## config.mk

```make
export PLATFORM = sky130hd
export DESIGN_NAME = superfasthash_bucket_index_top_flat
export DESIGN_NICKNAME = d
export VERILOG_FILES = /design/src/hdl/sfh_pkg.sv /design/src/hdl/sfh_in_if.sv /design/src/hdl/sfh_out_if.sv /design/src/hdl/sfh_mod.sv /design/src/hdl/superfasthash_bucket_index_top.sv /design/src/flat_wrapper.sv
export SDC_FILE = /design/constraint.sdc
export NUM_CORES = 1
export LEC_CHECK = 0
export BUFFER_PORTS_ARGS = -buffer_cell sky130_fd_sc_hd__buf_2
export CAP_MARGIN = 20
export CORE_AREA = 2 2 321 259
export DETAILED_ROUTE_END_ITERATION = 6
export DIE_AREA = 0 0 323 261
export HOLD_SLACK_MARGIN = 0.03
export RECOVER_POWER = 25
export SYNTH_ARGS = -nofsm -noshare
export SYNTH_HDL_FRONTEND = slang
export SYNTH_SLANG_ARGS = --single-unit
```

## constraint.sdc

```tcl
create_clock -name clk -period 15.7 [get_ports clk]
set_clock_uncertainty 0.2 [all_clocks]
set_input_delay 2.355 -clock clk [delete_from_list [all_inputs] [get_ports clk]]
set_output_delay 2.355 -clock clk [all_outputs]
set_load 0.01 [all_outputs]
```

## src/hdl/sfh_pkg.sv

```systemverilog
// Shared constants, register map and hash step functions for the bucket index block.
package sfh_pkg;

  localparam int unsigned WORD_W       = 32;
  localparam int unsigned KEY_LEN_W    = 16;
  localparam int unsigned CFG_ADDR_W   = 3;
  localparam int unsigned CFG_DATA_W   = 32;
  localparam int unsigned AVAL_STEPS   = 6;
  localparam int unsigned STEP_W       = 3;
  localparam int unsigned DIV_CNT_W    = 5;

  localparam logic [31:0] MAX_KEY_BYTES = 32'd65535;

  // Register index, taken from address bit 2 (byte address 4*i).
  localparam logic REG_TABLE_SIZE = 1'b0;

  localparam logic [WORD_W-1:0] TABLE_SIZE_RESET = 32'd1;

  typedef logic [WORD_W-1:0] word_t;

  function automatic word_t sext8(input logic [7:0] b);
    return {{24{b[7]}}, b};
  endfunction

  function automatic word_t mix_full(input word_t h_in, input word_t w);
    word_t h;
    word_t t;
    h = h_in + {16'd0, w[15:0]};
    t = ({16'd0, w[31:16]} << 11) ^ h;
    h = (h << 16) ^ t;
    h = h + (h >> 11);
    return h;
  endfunction

  function automatic word_t mix_tail(input word_t h_in, input word_t w, input logic [1:0] n);
    word_t h;
    h = h_in;
    unique case (n)
      2'd3: begin
        h = h + {16'd0, w[15:0]};
        h = h ^ (h << 16);
        h = h ^ (sext8(w[23:16]) << 18);
        h = h + (h >> 11);
      end
      2'd2: begin
        h = h + {16'd0, w[15:0]};
        h = h ^ (h << 11);
        h = h + (h >> 17);
      end
      2'd1: begin
        h = h + sext8(w[7:0]);
        h = h ^ (h << 10);
        h = h + (h >> 11);
      end
      default: h = h_in;
    endcase
    return h;
  endfunction

  // One shift-and-combine step of the final avalanche.
  function automatic word_t aval_step(input word_t h, input logic [STEP_W-1:0] idx);
    word_t r;
    unique case (idx)
      3'd0:    r = h ^ (h << 3);
      3'd1:    r = h + (h >> 5);
      3'd2:    r = h ^ (h << 4);
      3'd3:    r = h + (h >> 17);
      3'd4:    r = h ^ (h << 25);
      3'd5:    r = h + (h >> 6);
      default: r = h;
    endcase
    return r;
  endfunction

endpackage

```

## src/hdl/sfh_in_if.sv

```systemverilog
// Input channel carrying key words with their length and last mark.
interface sfh_in_if;
  import sfh_pkg::*;

  logic                 valid;
  logic                 ready;
  logic [WORD_W-1:0]    key_word;
  logic [KEY_LEN_W-1:0] key_length;
  logic                 last_word;

  modport source (output valid, output key_word, output key_length, output last_word,
                  input ready);
  modport sink   (input valid, input key_word, input key_length, input last_word,
                  output ready);
endinterface

```

## src/hdl/sfh_out_if.sv

```systemverilog
// Result channel carrying the bucket index.
interface sfh_out_if;
  import sfh_pkg::*;

  logic              valid;
  logic              ready;
  logic [WORD_W-1:0] bucket;

  modport source (output valid, output bucket, input ready);
  modport sink   (input valid, input bucket, output ready);
endinterface

```

## src/hdl/sfh_mod.sv

```systemverilog
// Restoring remainder unit: one quotient bit per cycle.
module sfh_mod (
  input  logic                clk,
  input  logic                rst_n,
  input  logic                start,
  input  sfh_pkg::word_t      dividend,
  input  sfh_pkg::word_t      divisor,
  output logic                done,
  output sfh_pkg::word_t      rem
);
  import sfh_pkg::*;

  logic                 busy_r, busy_nxt;
  logic                 done_r, done_nxt;
  logic [DIV_CNT_W-1:0] cnt_r, cnt_nxt;
  word_t                rem_r, rem_nxt;
  word_t                dvd_r, dvd_nxt;
  word_t                dsr_r, dsr_nxt;
  logic [WORD_W:0]      trial;
  logic [WORD_W:0]      diff;

  assign trial = {rem_r, dvd_r[WORD_W-1]};
  assign diff  = trial - {1'b0, dsr_r};

  always_comb begin
    busy_nxt = busy_r;
    done_nxt = 1'b0;
    cnt_nxt  = cnt_r;
    rem_nxt  = rem_r;
    dvd_nxt  = dvd_r;
    dsr_nxt  = dsr_r;
    if (start) begin
      busy_nxt = 1'b1;
      cnt_nxt  = '0;
      rem_nxt  = '0;
      dvd_nxt  = dividend;
      dsr_nxt  = divisor;
    end else if (busy_r) begin
      // The remainder stays below the divisor, so it always fits one word.
      if (diff[WORD_W]) begin
        rem_nxt = trial[WORD_W-1:0];
      end else begin
        rem_nxt = diff[WORD_W-1:0];
      end
      dvd_nxt = dvd_r << 1;
      cnt_nxt = cnt_r + 1'b1;
      if (cnt_r == '1) begin
        busy_nxt = 1'b0;
        done_nxt = 1'b1;
      end
    end
  end

  always_ff @(posedge clk) begin
    if (!rst_n) begin
      busy_r <= 1'b0;
      done_r <= 1'b0;
      cnt_r  <= '0;
    end else begin
      busy_r <= busy_nxt;
      done_r <= done_nxt;
      cnt_r  <= cnt_nxt;
    end
    rem_r <= rem_nxt;
    dvd_r <= dvd_nxt;
    dsr_r <= dsr_nxt;
  end

  assign done = done_r;
  assign rem  = rem_r;

  a_rem_below_divisor: assert property (@(posedge clk) disable iff (!rst_n)
    (busy_r && dsr_r != '0) |-> rem_r < dsr_r)
    else $error("remainder reached the divisor");

  a_done_after_busy: assert property (@(posedge clk) disable iff (!rst_n)
    done_r |-> $past(busy_r) && !busy_r)
    else $error("done without a finished operation");

  a_no_restart_busy: assert property (@(posedge clk) disable iff (!rst_n)
    start |-> !busy_r)
    else $error("remainder unit started while busy");

endmodule

```

## src/hdl/superfasthash_bucket_index_top.sv

```systemverilog
// Streaming 32-bit SuperFastHash of a key reduced to a bucket index modulo table_size.
// A word that is not last is taken at once, and ready stays high for the next word.
// A last word goes through the mix, 6 avalanche steps on the shared shift/add unit,
// the bit-serial remainder unit and the finish state, which waits for a free output.
// Zero length or zero table size skips to the finish state with bucket zero. rst_n is synchronous
// and active low; it clears the sequencer, key state and output valid; table_size reads 1.
module superfasthash_bucket_index_top (
  input  logic                              clk,
  input  logic                              rst_n,
  sfh_in_if.sink                            in_ch,
  sfh_out_if.source                         out_ch,
  input  logic                              cfg_psel,
  input  logic                              cfg_penable,
  input  logic                              cfg_pwrite,
  input  logic [sfh_pkg::CFG_ADDR_W-1:0]    cfg_paddr,
  input  logic [sfh_pkg::CFG_DATA_W-1:0]    cfg_pwdata,
  output logic [sfh_pkg::CFG_DATA_W-1:0]    cfg_prdata,
  output logic                              cfg_pready
);
  import sfh_pkg::*;

  localparam logic [1:0] ST_IDLE = 2'd0;
  localparam logic [1:0] ST_AVAL = 2'd1;
  localparam logic [1:0] ST_DIV  = 2'd2;
  localparam logic [1:0] ST_FIN  = 2'd3;

  localparam logic [STEP_W-1:0] AVAL_LAST = STEP_W'(AVAL_STEPS - 1);

  logic [1:0]        state_r, state_nxt;
  logic [STEP_W-1:0] step_r, step_nxt;
  logic              inside_r, inside_nxt;
  logic              empty_r, empty_nxt;
  logic [1:0]        tail_r, tail_nxt;
  word_t             hash_r, hash_nxt;
  word_t             res_r, res_nxt;
  word_t             tsize_r;
  logic              out_valid_r, out_valid_nxt;
  word_t             bucket_r, bucket_nxt;

  logic                 in_fire;
  logic                 first;
  logic [KEY_LEN_W-1:0] len_sat;
  word_t                seed;
  logic [1:0]           tail_cur;
  logic                 empty_cur;
  word_t                mixed;
  word_t                aval_out;
  logic                 mod_start;
  logic                 mod_done;
  word_t                mod_rem;
  logic                 cfg_wr;
  logic                 out_free;

  assign in_ch.ready = (state_r == ST_IDLE);
  assign in_fire     = in_ch.valid && in_ch.ready;
  assign out_free    = !out_valid_r || out_ch.ready;

  // The first beat of a key seeds the hash with its (saturated) length.
  assign first   = !inside_r;
  assign len_sat = ({16'd0, in_ch.key_length} > MAX_KEY_BYTES) ? MAX_KEY_BYTES[KEY_LEN_W-1:0]
                                                               : in_ch.key_length;
  assign seed      = first ? {16'd0, len_sat} : hash_r;
  assign tail_cur  = first ? len_sat[1:0] : tail_r;
  assign empty_cur = first ? (len_sat == '0) : empty_r;

  always_comb begin
    if (empty_cur) begin
      mixed = seed;
    end else if (!in_ch.last_word || tail_cur == 2'd0) begin
      mixed = mix_full(seed, in_ch.key_word);
    end else begin
      mixed = mix_tail(seed, in_ch.key_word, tail_cur);
    end
  end

  assign aval_out  = aval_step(hash_r, step_r);
  assign mod_start = (state_r == ST_AVAL) && (step_r == AVAL_LAST);

  sfh_mod u_mod (
    .clk      (clk),
    .rst_n    (rst_n),
    .start    (mod_start),
    .dividend (aval_out),
    .divisor  (tsize_r),
    .done     (mod_done),
    .rem      (mod_rem)
  );

  always_comb begin
    state_nxt     = state_r;
    step_nxt      = step_r;
    inside_nxt    = inside_r;
    empty_nxt     = empty_r;
    tail_nxt      = tail_r;
    hash_nxt      = hash_r;
    res_nxt       = res_r;
    out_valid_nxt = out_valid_r && !out_ch.ready;
    bucket_nxt    = bucket_r;
    unique case (state_r)
      ST_IDLE: begin
        if (in_fire) begin
          hash_nxt = mixed;
          if (!in_ch.last_word) begin
            inside_nxt = 1'b1;
            empty_nxt  = empty_cur;
            tail_nxt   = tail_cur;
          end else begin
            inside_nxt = 1'b0;
            empty_nxt  = 1'b0;
            tail_nxt   = 2'd0;
            if (empty_cur || tsize_r == '0) begin
              res_nxt   = '0;
              state_nxt = ST_FIN;
            end else begin
              step_nxt  = '0;
              state_nxt = ST_AVAL;
            end
          end
        end
      end
      ST_AVAL: begin
        hash_nxt = aval_out;
        step_nxt = step_r + 1'b1;
        if (step_r == AVAL_LAST) begin
          state_nxt = ST_DIV;
        end
      end
      ST_DIV: begin
        if (mod_done) begin
          res_nxt   = mod_rem;
          state_nxt = ST_FIN;
        end
      end
      ST_FIN: begin
        if (out_free) begin
          out_valid_nxt = 1'b1;
          bucket_nxt    = res_r;
          state_nxt     = ST_IDLE;
        end
      end
      default: state_nxt = ST_IDLE;
    endcase
  end

  assign cfg_pready = 1'b1;
  assign cfg_wr     = cfg_psel && cfg_penable && cfg_pwrite && cfg_pready;
  assign cfg_prdata = (cfg_paddr[2] == REG_TABLE_SIZE) ? tsize_r : '0;

  always_ff @(posedge clk) begin
    if (!rst_n) begin
      state_r     <= ST_IDLE;
      step_r      <= '0;
      inside_r    <= 1'b0;
      empty_r     <= 1'b0;
      tail_r      <= 2'd0;
      out_valid_r <= 1'b0;
      tsize_r     <= TABLE_SIZE_RESET;
    end else begin
      state_r     <= state_nxt;
      step_r      <= step_nxt;
      inside_r    <= inside_nxt;
      empty_r     <= empty_nxt;
      tail_r      <= tail_nxt;
      out_valid_r <= out_valid_nxt;
      if (cfg_wr && cfg_paddr[2] == REG_TABLE_SIZE) begin
        tsize_r <= cfg_pwdata;
      end
    end
    hash_r   <= hash_nxt;
    res_r    <= res_nxt;
    bucket_r <= bucket_nxt;
  end

  assign out_ch.valid  = out_valid_r;
  assign out_ch.bucket = bucket_r;

  a_done_in_div: assert property (@(posedge clk) disable iff (!rst_n)
    mod_done |-> state_r == ST_DIV)
    else $error("remainder finished outside the divide phase");

  a_aval_to_div: assert property (@(posedge clk) disable iff (!rst_n)
    mod_start |=> state_r == ST_DIV)
    else $error("avalanche did not hand over to the remainder unit");

  a_out_from_fin: assert property (@(posedge clk) disable iff (!rst_n)
    $rose(out_valid_r) |-> $past(state_r) == ST_FIN)
    else $error("result appeared without the finish state");

  a_bucket_range: assert property (@(posedge clk) disable iff (!rst_n)
    (out_valid_r && tsize_r != '0) |-> bucket_r < tsize_r)
    else $error("bucket not below table size");

endmodule

```

## src/flat_wrapper.sv

```systemverilog
// flat-port wrapper written by rule: the top's interface ports become plain ports
module superfasthash_bucket_index_top_flat import sfh_pkg::*;
  (clk, rst_n, cfg_psel, cfg_penable, cfg_pwrite, cfg_paddr, cfg_pwdata, cfg_prdata, cfg_pready, in_ch_valid, in_ch_key_word, in_ch_key_length, in_ch_last_word, in_ch_ready, out_ch_valid, out_ch_bucket, out_ch_ready);
  sfh_in_if in_ch_i ();
  sfh_out_if out_ch_i ();
  input  logic clk;
  input  logic rst_n;
  input  logic cfg_psel;
  input  logic cfg_penable;
  input  logic cfg_pwrite;
  input  logic [sfh_pkg::CFG_ADDR_W-1:0] cfg_paddr;
  input  logic [sfh_pkg::CFG_DATA_W-1:0] cfg_pwdata;
  output logic [sfh_pkg::CFG_DATA_W-1:0] cfg_prdata;
  output logic cfg_pready;
  input wire logic [$bits(in_ch_i.valid)-1:0] in_ch_valid;
  input wire logic [$bits(in_ch_i.key_word)-1:0] in_ch_key_word;
  input wire logic [$bits(in_ch_i.key_length)-1:0] in_ch_key_length;
  input wire logic [$bits(in_ch_i.last_word)-1:0] in_ch_last_word;
  output wire logic [$bits(in_ch_i.ready)-1:0] in_ch_ready;
  output wire logic [$bits(out_ch_i.valid)-1:0] out_ch_valid;
  output wire logic [$bits(out_ch_i.bucket)-1:0] out_ch_bucket;
  input wire logic [$bits(out_ch_i.ready)-1:0] out_ch_ready;
  assign in_ch_i.valid = in_ch_valid;
  assign in_ch_i.key_word = in_ch_key_word;
  assign in_ch_i.key_length = in_ch_key_length;
  assign in_ch_i.last_word = in_ch_last_word;
  assign in_ch_ready = in_ch_i.ready;
  assign out_ch_valid = out_ch_i.valid;
  assign out_ch_bucket = out_ch_i.bucket;
  assign out_ch_i.ready = out_ch_ready;
  superfasthash_bucket_index_top u_core (.clk(clk), .rst_n(rst_n), .in_ch(in_ch_i), .out_ch(out_ch_i), .cfg_psel(cfg_psel), .cfg_penable(cfg_penable), .cfg_pwrite(cfg_pwrite), .cfg_paddr(cfg_paddr), .cfg_pwdata(cfg_pwdata), .cfg_prdata(cfg_prdata), .cfg_pready(cfg_pready));
endmodule
```

### Word level (Yosys, flattened, before mapping)

Index checks and enable logic that the tools add are counted.

* $add $sub $neg: 12
* eq/ne operators: 19
* muxes and demuxes: 38
* bitwise operators: 12
* reduce and logical (&&, ||, !) cells: 28

Operator list (number)
* $mux 32: 12
* $xor 32x32->32: 8
* $pmux 32 s6: 1
* $pmux 32 s2: 2
* $add 32x21->32: 3
* $pmux 32 s3: 1
* $add 32x15->32: 2
* $sub 33x32->33: 1
* $add 32x16->32: 1
* $add 32x26->32: 1
* $add 32x27->32: 1
* $add 32x32->32: 1
* $logic_not 32->1: 1
* $xor 27x32->32: 1
* $logic_not 16->1: 1
* $mux 2: 8
* $ne 2x2->1 const B: 6
* $reduce_and 5->1: 2
* $mux 1: 9
* $mux 3: 3
* $eq 2x2->1 const B: 4
* $pmux 2 s4: 1
* $eq 3x2->1 const B: 2
* $eq 3x3->1 const B: 2
* 18 further kinds: 35

* register bits after elaboration: 241
* input bits: 91
* output and inout bits: 67
* logic and storage cells: 125

### Logic depth before layout (Yosys ltp)

Gate-level depths: netlist of the first run.

* depth in word-level cells: 10
* mapped depth: 32
* mapped depth without buffers: 28

### Cells and area by module

From an unflattened synthesis of the first run, not the netlist that was laid out.

* cells, all modules: 2940
* area total of the unflattened synthesis: 25020.2 um^2

Modules (own cells, without submodules)
* superfasthash_bucket_index_top: times used 1, cells an instance 2374, area an instance 18945.7 um^2, seq. area each 3723.6 um^2
* sfh_mod: times used 1, cells an instance 566, area an instance 6074.6 um^2, seq. area each 2702.6 um^2

### Worst setup path after synthesis of the first run

No wires, ideal clock.

* path kind: input to register
* start point: input port in_ch_key_length[0]
* end point: register u_core.hash_r[26] (data pin)
* library setup time: 0.276 ns
* data arrival time: 7.657 ns
* path slack: 7.567 ns
* stages: 26
* buffers on the path: 0
* cell sequence: nand2b_1 -> nand2_1 -> ha_1 -> inv_1 -> fa_1 -> nand2b_1 -> a21o_1 -> a2111oi_4 -> nor2_1 -> o311ai_0 -> xnor2_1 -> xor2_1 -> ha_1 -> o21a_1 -> o21a_1 -> o41ai_1 -> o21ai_0 -> o211ai_1 -> a31oi_1 -> o41a_1 -> and4b_1 -> a31o_2 -> a21oi_1 -> a21oi_1 -> o21ai_0 -> a22oi_1

* word-level cells in the longest chain between the ends: 10

Ends and longest elaborated chain
* from (decl): RTL line flat_wrapper.sv:17 `input wire logic [$bits(in_ch_i.key_length)-1:0] in_ch_key_length;`
* $mux 32: RTL line superfasthash_bucket_index_top.sv:62 `assign seed = first ? {16'd0, len_sat} : hash_r;`
* $add 32x16->32: RTL line sfh_pkg.sv:28, sfh_pkg.sv:40, sfh_pkg.sv:46
* $xor 32x32->32: RTL line sfh_pkg.sv:41 `h = h ^ (h << 16);`
* $xor 32x32->32: RTL line sfh_pkg.sv:42 `h = h ^ (sext8(w[23:16]) << 18);`
* $add 32x21->32: RTL line sfh_pkg.sv:43 `h = h + (h >> 11);`
* $pmux 32 s3: RTL line sfh_pkg.sv:38 `unique case (n)`
* $mux 32: RTL line superfasthash_bucket_index_top.sv:69 `end else if (!in_ch.last_word || tail_cur == 2'd0) begin`
* $mux 32 *: RTL line superfasthash_bucket_index_top.sv:67 `if (empty_cur) begin`
* $mux 32 *: RTL line superfasthash_bucket_index_top.sv:101 `if (in_fire) begin`
* $pmux 32 s2 *: RTL line superfasthash_bucket_index_top.sv:99 `unique case (state_r)`
* named net u_core.hash_nxt[26]: RTL line superfasthash_bucket_index_top.sv:34 `word_t hash_r, hash_nxt;`
* to (signal assigned): RTL line superfasthash_bucket_index_top.sv:169 `hash_r <= hash_nxt;`
* to (decl): RTL line superfasthash_bucket_index_top.sv:34

Mark *: on every way through the listed nets, which the timed path passes. The rest lies on a longest branch. The select of a mux whose other input is x is not followed.
A chain may end at the register's enable or synchronous reset.

### Worst setup path after layout of the first run

* start point: input port in_ch_key_length[1]
* end point: register u_core.hash_r[28] (data pin)

Same word-level chain as after synthesis.

==> Implementation_results.wiki, run 1 <==
{| class="wikitable"
! Metric !! Value
|-
| Clock latency on the worst-skew pair || 0.55 ns
|-
| Sort of element at the start of the critical path || input pin
|-
| Max-slew violation count || 88
|-
| Count of port buffers added during placement || 154
|-
| Endpoints failing hold || 0
|-
| Sequential-to-total area share from yosys stat || 26.6%
|-
| Cts-stage hold buffer count || 0
|-
| Storage cell area || 6430 um^2
|-
| Critical setup path kind || input pin to flip-flop
|-
| Total detailed-routing wirelength || 89600 um
|-
| Placed wire-length estimate after detailed placement || 69500 um
|-
| Count of cells resized by post-cts repair || 0
|-
| Number of buffers created by CTS || 27
|-
| Crit path time final || 9.80 ns
|-
| Max-cap violations || 2
|-
| Max VDD drop || 0.142 mV
|-
| P&R area growth vs syn || 11.1%
|-
| Worst-path maximum fanout || 5
|-
| Static Leakage || 11.1 nW
|-
| Final net count || 3293
|-
| Worst-case clock buffer depth || 3
|-
| Via count of the first global-routing pass || 20200
|-
| Average wire length per cell after detail routing || 21.7 um
|-
| DRC violation count after routing || 0
|-
| CTS tree || yes
|-
| EDFF count, synth || 160
|-
| CTS sink cnt || 241
|-
| Initial antenna violation count || 5
|-
| Failing checks || max-capacitance violations, max-slew violations
|-
| Number of placement rows || 94
|-
| Fin crit share || 62.4%
|-
| Req. time, crit path || 15.77 ns
|-
| Area share of the largest cell type after synthesis || 19.9%
|-
| Initial core utilization || 29.7%
|-
| Die boundary height || 261 um
|-
| Setup TNS || 0 ns
|-
| H-tree depth || 1
|-
| Gr ovfl total || 0
|-
| Number of distinct library cells after synthesis || 109
|-
| Status || finished with violations
|-
| Setup repair after global routing missed its margin || no
|-
| Count of antenna-violating nets left after detailed routing || 0
|-
| Worst slew slack as a fraction of its limit || -72.3%
|-
| Iteration-0 DRC count of the detailed router || 2975
|-
| Footprint of the multi-input gates || 16600 um^2
|-
| First-pass GRT wire length || 131000 um
|-
| Post-synth ARST share || 0%
|-
| Top cell types by occurrence after synthesis || sky130_fd_sc_hd__nand2_1 (357), sky130_fd_sc_hd__a21oi_1 (265), sky130_fd_sc_hd__nor2_1 (193)
|-
| Number of nets produced by synthesis || 3217
|-
| Number of inserted diodes || 0
|-
| FILL cells || 8670
|-
| Areal power density over the cells || 250 nW/um^2
|-
| Count of buffers added by post-CTS timing repair for setup || 0
|-
| Detailed-router iteration count before antenna repair || 6
|-
| Fin util || 33.0%
|-
| Pin count of the biggest net entering global routing || 78
|-
| Yosys top cell by area || sky130_fd_sc_hd__edfxtp_1
|-
| Overall routing resource usage || 20.4%
|-
| Routed via count || 22800
|-
| Detailed-route vias per instance || 5.53
|-
| Buffer cell driving the clock tree root || sky130_fd_sc_hd__clkbuf_16
|-
| Clock-pin slew of the registers on the worst-case setup and hold paths || 0.06 ns
|-
| Fmax achieved || 102 MHz
|-
| Share of cells above drive strength 1 || 11.2%
|-
| Count of boundary I/O pins || 158
|-
| Yosys warning count || 0
|-
| Class of the worst hold path || flip-flop to flip-flop
|-
| Most numerous cell in the Yosys netlist || sky130_fd_sc_hd__nand2_1
|-
| Core area || 81400 um^2
|-
| Floorplan die area || 84300 um^2
|-
| Placer's final routability congestion estimate || 0.999
|-
| Total of endpoints with negative setup slack in the final report || 0
|-
| Post-synth top flop || sky130_fd_sc_hd__edfxtp_1
|-
| Horizontal die dimension || 323 um
|-
| Number of synthesized register bits || 241
|-
| Actual transition at the worst max-transition pin || 2.59 ns
|-
| Synth top area cells || sky130_fd_sc_hd__edfxtp_1 (20%), sky130_fd_sc_hd__ha_1 (9.6%), sky130_fd_sc_hd__dfxtp_1 (6.7%)
|-
| Endpoint arrival time on the critical path || 9.86 ns
|-
| Post-synthesis cell count || 2933
|-
| Kind of end point of the critical path || flip-flop
|-
| Combined area of all synthesized cells || 24200 um^2
|-
| Avg Inst Size Synth || 8.24 um^2
|}
==> placed cells by master, fill, tap and decap left out, types with 18 or more instances in the layout <==
cell	netlist	routed
sky130_fd_sc_hd__or3_1	24	24
sky130_fd_sc_hd__mux2i_1	40	40
sky130_fd_sc_hd__dfxtp_1	81	80
sky130_fd_sc_hd__xnor2_1	171	170
sky130_fd_sc_hd__xor2_1	117	117
sky130_fd_sc_hd__nor2b_1	55	54
sky130_fd_sc_hd__o211ai_1	24	24
sky130_fd_sc_hd__nand2_1	357	357
sky130_fd_sc_hd__and3_1	29	29
sky130_fd_sc_hd__ha_1	186	185
sky130_fd_sc_hd__a21oi_1	265	264
sky130_fd_sc_hd__o21a_1	46	46
sky130_fd_sc_hd__a21o_1	68	68
sky130_fd_sc_hd__o21ai_0	189	188
sky130_fd_sc_hd__nand2b_1	41	41
sky130_fd_sc_hd__inv_1	118	118
sky130_fd_sc_hd__edfxtp_1	160	160
sky130_fd_sc_hd__buf_2	5	154
sky130_fd_sc_hd__clkbuf_16	0	27
sky130_fd_sc_hd__a211oi_1	31	31
sky130_fd_sc_hd__nor3_1	65	64
sky130_fd_sc_hd__nor2_1	193	193
sky130_fd_sc_hd__and2_0	0	23
sky130_fd_sc_hd__buf_4	1	43
sky130_fd_sc_hd__nand4_1	27	27
sky130_fd_sc_hd__mux2_2	18	18
sky130_fd_sc_hd__a31oi_1	32	32
sky130_fd_sc_hd__and2_1	44	21
sky130_fd_sc_hd__nand3_1	43	42
sky130_fd_sc_hd__nor4_1	23	23
sky130_fd_sc_hd__a22oi_1	25	25
==> state kept, by name, indices dropped and copies added, names as in the netlist, 5 cells and up <==
name / cells
u_core.hash_r: 32
u_core.out_ch.bucket: 32
u_core.res_r: 32
u_core.tsize_r: 32
u_core.u_mod.dsr_r: 32
u_core.u_mod.dvd_r: 32
u_core.u_mod.rem: 32
u_core.u_mod.cnt_r: 5
==> cell families (layout without fill, tap and decap cells) <==
kind of cell    count (synthesis)  in the layout  share of synthesized area [%]
compound gates                902            902                           24.6
xor+xnor                      310            310                           12.3
fa+ha+maj                     193            193                           10.2
buf+inv                       275            371                           4.88
flops                         241            241                           26.6
mux                            58             58                           2.50
other cells                     1              1                         0.0155
simple gates                  953            953                           18.9
==> per-layer routing <==
metal	share of wire [%]	GRT usage (%)	vias to the layer above	wire, um
met2	39	28.2	1069	34900
met3	10	4.09	119	9390
met1	48	31.8	10800	42900
met4	2.6	4.87	8	2310
met5	0.047	0	-	42
li1	-	-	10800	-
==> layout make-up <==
| type | instances | area share [%] |
|---|---|---|
| flip-flops and latches | 241 | 24.0 |
| multi-input cells | 2417 | 61.9 |
| well taps | 1104 | 5.15 |
| repair buffers | 201 | 4.17 |
| clock buffers | 35 | 2.70 |
| inverters | 121 | 1.69 |
| clock inverters | 14 | 0.471 |
==> path summary, 6_finish.rpt <==
| check | depth (start not counted) | endpoint | slack (ns) | from |
|---|---|---|---|---|
| setup reg to reg | 27 | u_core.hash_r[28] | 7.12 | u_core.inside_r |
| hold reg to reg | 0 | u_core.out_ch.bucket[2] | 0.21 | u_core.res_r[2] |
| hold / removal | 0 | u_core.out_ch.bucket[2] | 0.21 | u_core.res_r[2] |
| setup / recovery | 27 | u_core.hash_r[28] | 5.90 | in_ch_key_length[1] |
==> through the flow <==
stage                     instances  hold slack, ns  cell area, um^2  worst slack, ns  total power [W]
after CTS                      4133           0.218            26800             6.27          0.00654
after global routing           4133           0.220            26800             5.72          0.00713
after global placement         4083           0.204            26000             5.77          0.00589
after floorplan                2933           0.200            24200             7.57          0.00446
after detailed placement       4084           0.205            26000             5.76          0.00588
final                          4133           0.212            26800             5.90          0.00670
==> report_power, final <==
group | internal (W) | switching, W | total [W]
logic | 0.00189 | 0.00315 | 0.00504
registers | 0.000833 | 0.000216 | 0.00105
clock network | 0.000358 | 0.000255 | 0.000613
total | 0.00308 | 0.00362 | 0.00670
==> worst max-delay path, cell delays in order <==
cell and delay (ns):
sky130_fd_sc_hd__buf_2 0.14, sky130_fd_sc_hd__nor2b_1 0.18, sky130_fd_sc_hd__a21oi_1 0.45, sky130_fd_sc_hd__inv_1 0.23
sky130_fd_sc_hd__ha_1 0.34, sky130_fd_sc_hd__a211oi_1 0.45, sky130_fd_sc_hd__o21a_1 0.25, sky130_fd_sc_hd__o2bb2ai_1 0.18
sky130_fd_sc_hd__o21ai_0 0.37, sky130_fd_sc_hd__nor2_1 0.09, sky130_fd_sc_hd__xnor2_1 0.66, sky130_fd_sc_hd__xnor2_1 0.39
sky130_fd_sc_hd__xnor2_1 0.26, sky130_fd_sc_hd__ha_1 0.39, sky130_fd_sc_hd__o21a_1 0.13, sky130_fd_sc_hd__o21a_1 0.10
sky130_fd_sc_hd__o41ai_1 0.10, sky130_fd_sc_hd__o21ai_0 0.61, sky130_fd_sc_hd__o211ai_1 0.25, sky130_fd_sc_hd__a31oi_1 0.42
sky130_fd_sc_hd__o41a_1 0.25, sky130_fd_sc_hd__and4b_1 0.30, sky130_fd_sc_hd__nand2_1 0.12, sky130_fd_sc_hd__a21oi_1 0.15
sky130_fd_sc_hd__o21ai_0 0.14, sky130_fd_sc_hd__a22oi_1 0.43, sky130_fd_sc_hd__a21oi_1 0.13
No activity file was read; power rests on OpenSTA's default activity.
==> inputs of run 2 (changes only) <==
ABC_AREA = 1   (was default)
CORE_AREA = 2 2 331 268   (was 2 2 321 259)
DIE_AREA = 0 0 333 270   (was 0 0 323 261)
clock period = 8.1 ns   (was 15.7 ns; I/O delays follow)
==> run 2 against run 1 <==
Net effect: the run still ends with max-capacitance violations, max-slew violations left; flip-flop and latch count unchanged; sequential share of layout area decreased by 1.8 points; register-to-register slack got worse by 6.4 ns; largest power group unchanged; highest routed layer is now met4.
==> Implementation_results.wiki, run 2 <==
{| class="wikitable"
! Metric !! Value
|-
| Count of cells resized by post-cts repair || 0
|-
| Yosys top cell by area || sky130_fd_sc_hd__edfxtp_1
|-
| Count of antenna-violating nets left after detailed routing || 0
|-
| Final net count || 4492
|-
| Post-synth top flop || sky130_fd_sc_hd__edfxtp_1
|-
| CP max stage cell || sky130_fd_sc_hd__o21ai_0
|-
| P&R area growth vs syn || 12.6%
|-
| Initial core utilization || 29.8%
|-
| Pin count of the biggest net entering global routing || 58
|-
| Average wire length per cell after detail routing || 20.8 um
|-
| Crit path time final || 7.33 ns
|-
| Kind of end point of the critical path || flip-flop
|-
| Cts-stage hold buffer count || 0
|-
| CTS tree || yes
|-
| Total detailed-routing wirelength || 112000 um
|-
| Fin crit share || 90.5%
|-
| Worst-path maximum fanout || 8
|-
| Worst slew slack as a fraction of its limit || -12.6%
|-
| Commonest non-fill, non-tap cells in the layout || sky130_fd_sc_hd__nand2_1 (1139), sky130_fd_sc_hd__inv_1 (513), sky130_fd_sc_hd__nand3_1 (358), sky130_fd_sc_hd__a21oi_1 (347), sky130_fd_sc_hd__o21ai_0 (299)
|-
| Buffer cell driving the clock tree root || sky130_fd_sc_hd__clkbuf_16
|-
| Synth top area cells || sky130_fd_sc_hd__edfxtp_1 (19%), sky130_fd_sc_hd__nand2_1 (17%), sky130_fd_sc_hd__ha_1 (9.0%)
|-
| Placed wire-length estimate after detailed placement || 91000 um
|-
| Avg Inst Size Synth || 6.35 um^2
|-
| Die boundary height || 270 um
|-
| Static Leakage || 14.0 nW
|-
| Class of the worst hold path || flip-flop to flip-flop
|-
| Count of boundary I/O pins || 158
|-
| Part of the total power dissipated in combinational logic || 74.8%
|-
| Clock-pin slew of the registers on the worst-case setup and hold paths || 0.06 ns
|-
| Cell-internal power || 0.00522 W
|-
| Core area || 86700 um^2
|-
| Combined area of all synthesized cells || 25800 um^2
|-
| Most numerous cell in the Yosys netlist || sky130_fd_sc_hd__nand2_1
|-
| Non-Filler Cell Area, Final || 29000 um^2
|-
| Max-slew violation count || 65
|-
| Clk pwr share || 10.2%
|-
| Switching power share of the total || 59.1%
|-
| Actual transition at the worst max-transition pin || 1.69 ns
|-
| Sort of element at the start of the critical path || flip-flop
|-
| DRC violation count after routing || 0
|-
| Req. time, crit path || 8.17 ns
|-
| Via count of the first global-routing pass || 25400
|-
| Detailed-router iteration count before antenna repair || 6
|-
| Fmax achieved || 136 MHz
|-
| Overall routing resource usage || 23.9%
|-
| EDFF count, synth || 160
|-
| Share of cells above drive strength 1 || 9.43%
|-
| Number of nets produced by synthesis || 4348
|-
| Setup TNS || 0 ns
|-
| Initial antenna violation count || 3
|-
| Area share of the largest cell type after synthesis || 18.6%
|-
| Post-synth ARST share || 0%
|-
| Gr ovfl total || 0
|-
| Floorplan die area || 89900 um^2
|-
| Endpoints failing hold || 0
|-
| Critical setup path kind || flip-flop to flip-flop
|-
| Crit path largest cell delay || 0.80 ns
|-
| Max-cap violations || 2
|-
| H-tree depth || 1
|-
| Number of distinct library cells after synthesis || 66
|-
| Count of buffers added by post-CTS timing repair for setup || 0
|-
| Placer's final routability congestion estimate || 1.04
|-
| Top cell types by occurrence after synthesis || sky130_fd_sc_hd__nand2_1 (1139), sky130_fd_sc_hd__inv_1 (513), sky130_fd_sc_hd__nand3_1 (358)
|-
| Clock latency on the worst-skew pair || 0.57 ns
|-
| Number of synthesized register bits || 241
|-
| Max VDD drop || 0.156 mV
|-
| CTS sink cnt || 241
|-
| Iteration-0 DRC count of the detailed router || 3957
|-
| Detailed-route vias per instance || 5.40
|-
| Most frequent standard cell in the layout excluding fill and tap cells || sky130_fd_sc_hd__nand2_1
|-
| DP Area || 28100 um^2
|-
| Horizontal die dimension || 333 um
|-
| Status || finished with violations
|-
| FILL cells || 9657
|-
| Switching power total || 0.00753 W
|-
| First-pass GRT wire length || 164000 um
|-
| Count of port buffers added during placement || 154
|-
| Power share of the sequential group || 15.1%
|-
| Yosys warning count || 0
|-
| Overall power consumption || 0.0128 W
|-
| Sequential-to-total area share from yosys stat || 24.9%
|-
| Total of endpoints with negative setup slack in the final report || 0
|-
| Post-synthesis cell count || 4064
|-
| Worst-case clock buffer depth || 3
|-
| Routed via count || 29000
|-
| Setup repair after global routing missed its margin || no
|-
| Areal power density over the cells || 439 nW/um^2
|-
| Cell type with the highest occurrence count on the critical path || sky130_fd_sc_hd__nand2_1
|-
| Failing checks || max-capacitance violations, max-slew violations
|-
| Number of placement rows || 97
|-
| Endpoint arrival time on the critical path || 7.40 ns
|-
| Number of buffers created by CTS || 27
|}
-- run 2: path summary, 6_finish.rpt --
path | cells after the start | slack, ns | end | startpoint
setup / recovery | 28 | 0.77 | u_core.hash_r[9] | u_core.hash_r[8]
hold / removal | 0 | 0.21 | u_core.out_ch.bucket[28] | u_core.res_r[28]
hold reg to reg | 0 | 0.21 | u_core.out_ch.bucket[28] | u_core.res_r[28]
setup reg to reg | 28 | 0.77 | u_core.hash_r[9] | u_core.hash_r[8]
-- run 2: cell families after synthesis --
group	Yosys count	share of synthesized area [%]
simple gates	2035	33.9
xor+xnor	115	4.28
compound gates	829	17.7
other cells	1	0.0145
buf+inv	650	9.63
flops	241	24.9
fa+ha+maj	193	9.56
-- run 2: per-stage QoR --
stage,hold slack (ns),cells,utilization [%],setup WS [ns]
2_1_floorplan,0.200,4064,-,2.23
3_3_place_gp,0.203,5314,32.4,0.603
3_5_place_dp,0.205,5315,32.4,0.574
4_1_cts,0.215,5365,33.5,0.983
5_1_grt,0.224,5367,33.5,0.341
6_report,0.213,5368,33.5,0.766
-- run 2: layout make-up --
| cell class | instances | area, um^2 | area share, % |
|---|---|---|---|
| sequential | 241 | 6430 | 22.1 |
| tap | 1138 | 1420 | 4.90 |
| inverter | 543 | 2040 | 7.02 |
| multi-input combinational | 3173 | 16900 | 58.3 |
| timing repair buffer | 222 | 1290 | 4.45 |
| clock buffer | 34 | 732 | 2.52 |
| antenna | 1 | 2.50 | 0.00862 |
| clock inverter | 16 | 196 | 0.676 |
-- run 2: per-layer routing --
layer	up-vias	global-route usage, %	routed length (um)
met4	0	4.24	2200
li1	13900	-	-
met3	125	4.85	12600
met1	13500	38.5	54700
met5	-	0	0
met2	1428	31.9	42100
-- run 2: worst max-delay path, delay by kind of cell, from the launching register on --
kind / cells / cell delay (ns)
compound gates: 10 / 3.10
fa+ha+maj: 2 / 0.80
buf+inv: 3 / 0.48
flops: 1 / 0.56
simple gates: 13 / 1.90
-- run 2: power groups by stage --
stage | Sequential (W) | Combinational, W | Clock (W)
floorplan | 0.00177 | 0.00613 | 0
global placement | 0.00193 | 0.00908 | 0
detailed placement | 0.00193 | 0.00910 | 0
CTS | 0.00190 | 0.00915 | 0.00131
global route | 0.00194 | 0.0104 | 0.00136
finish | 0.00192 | 0.00953 | 0.00130
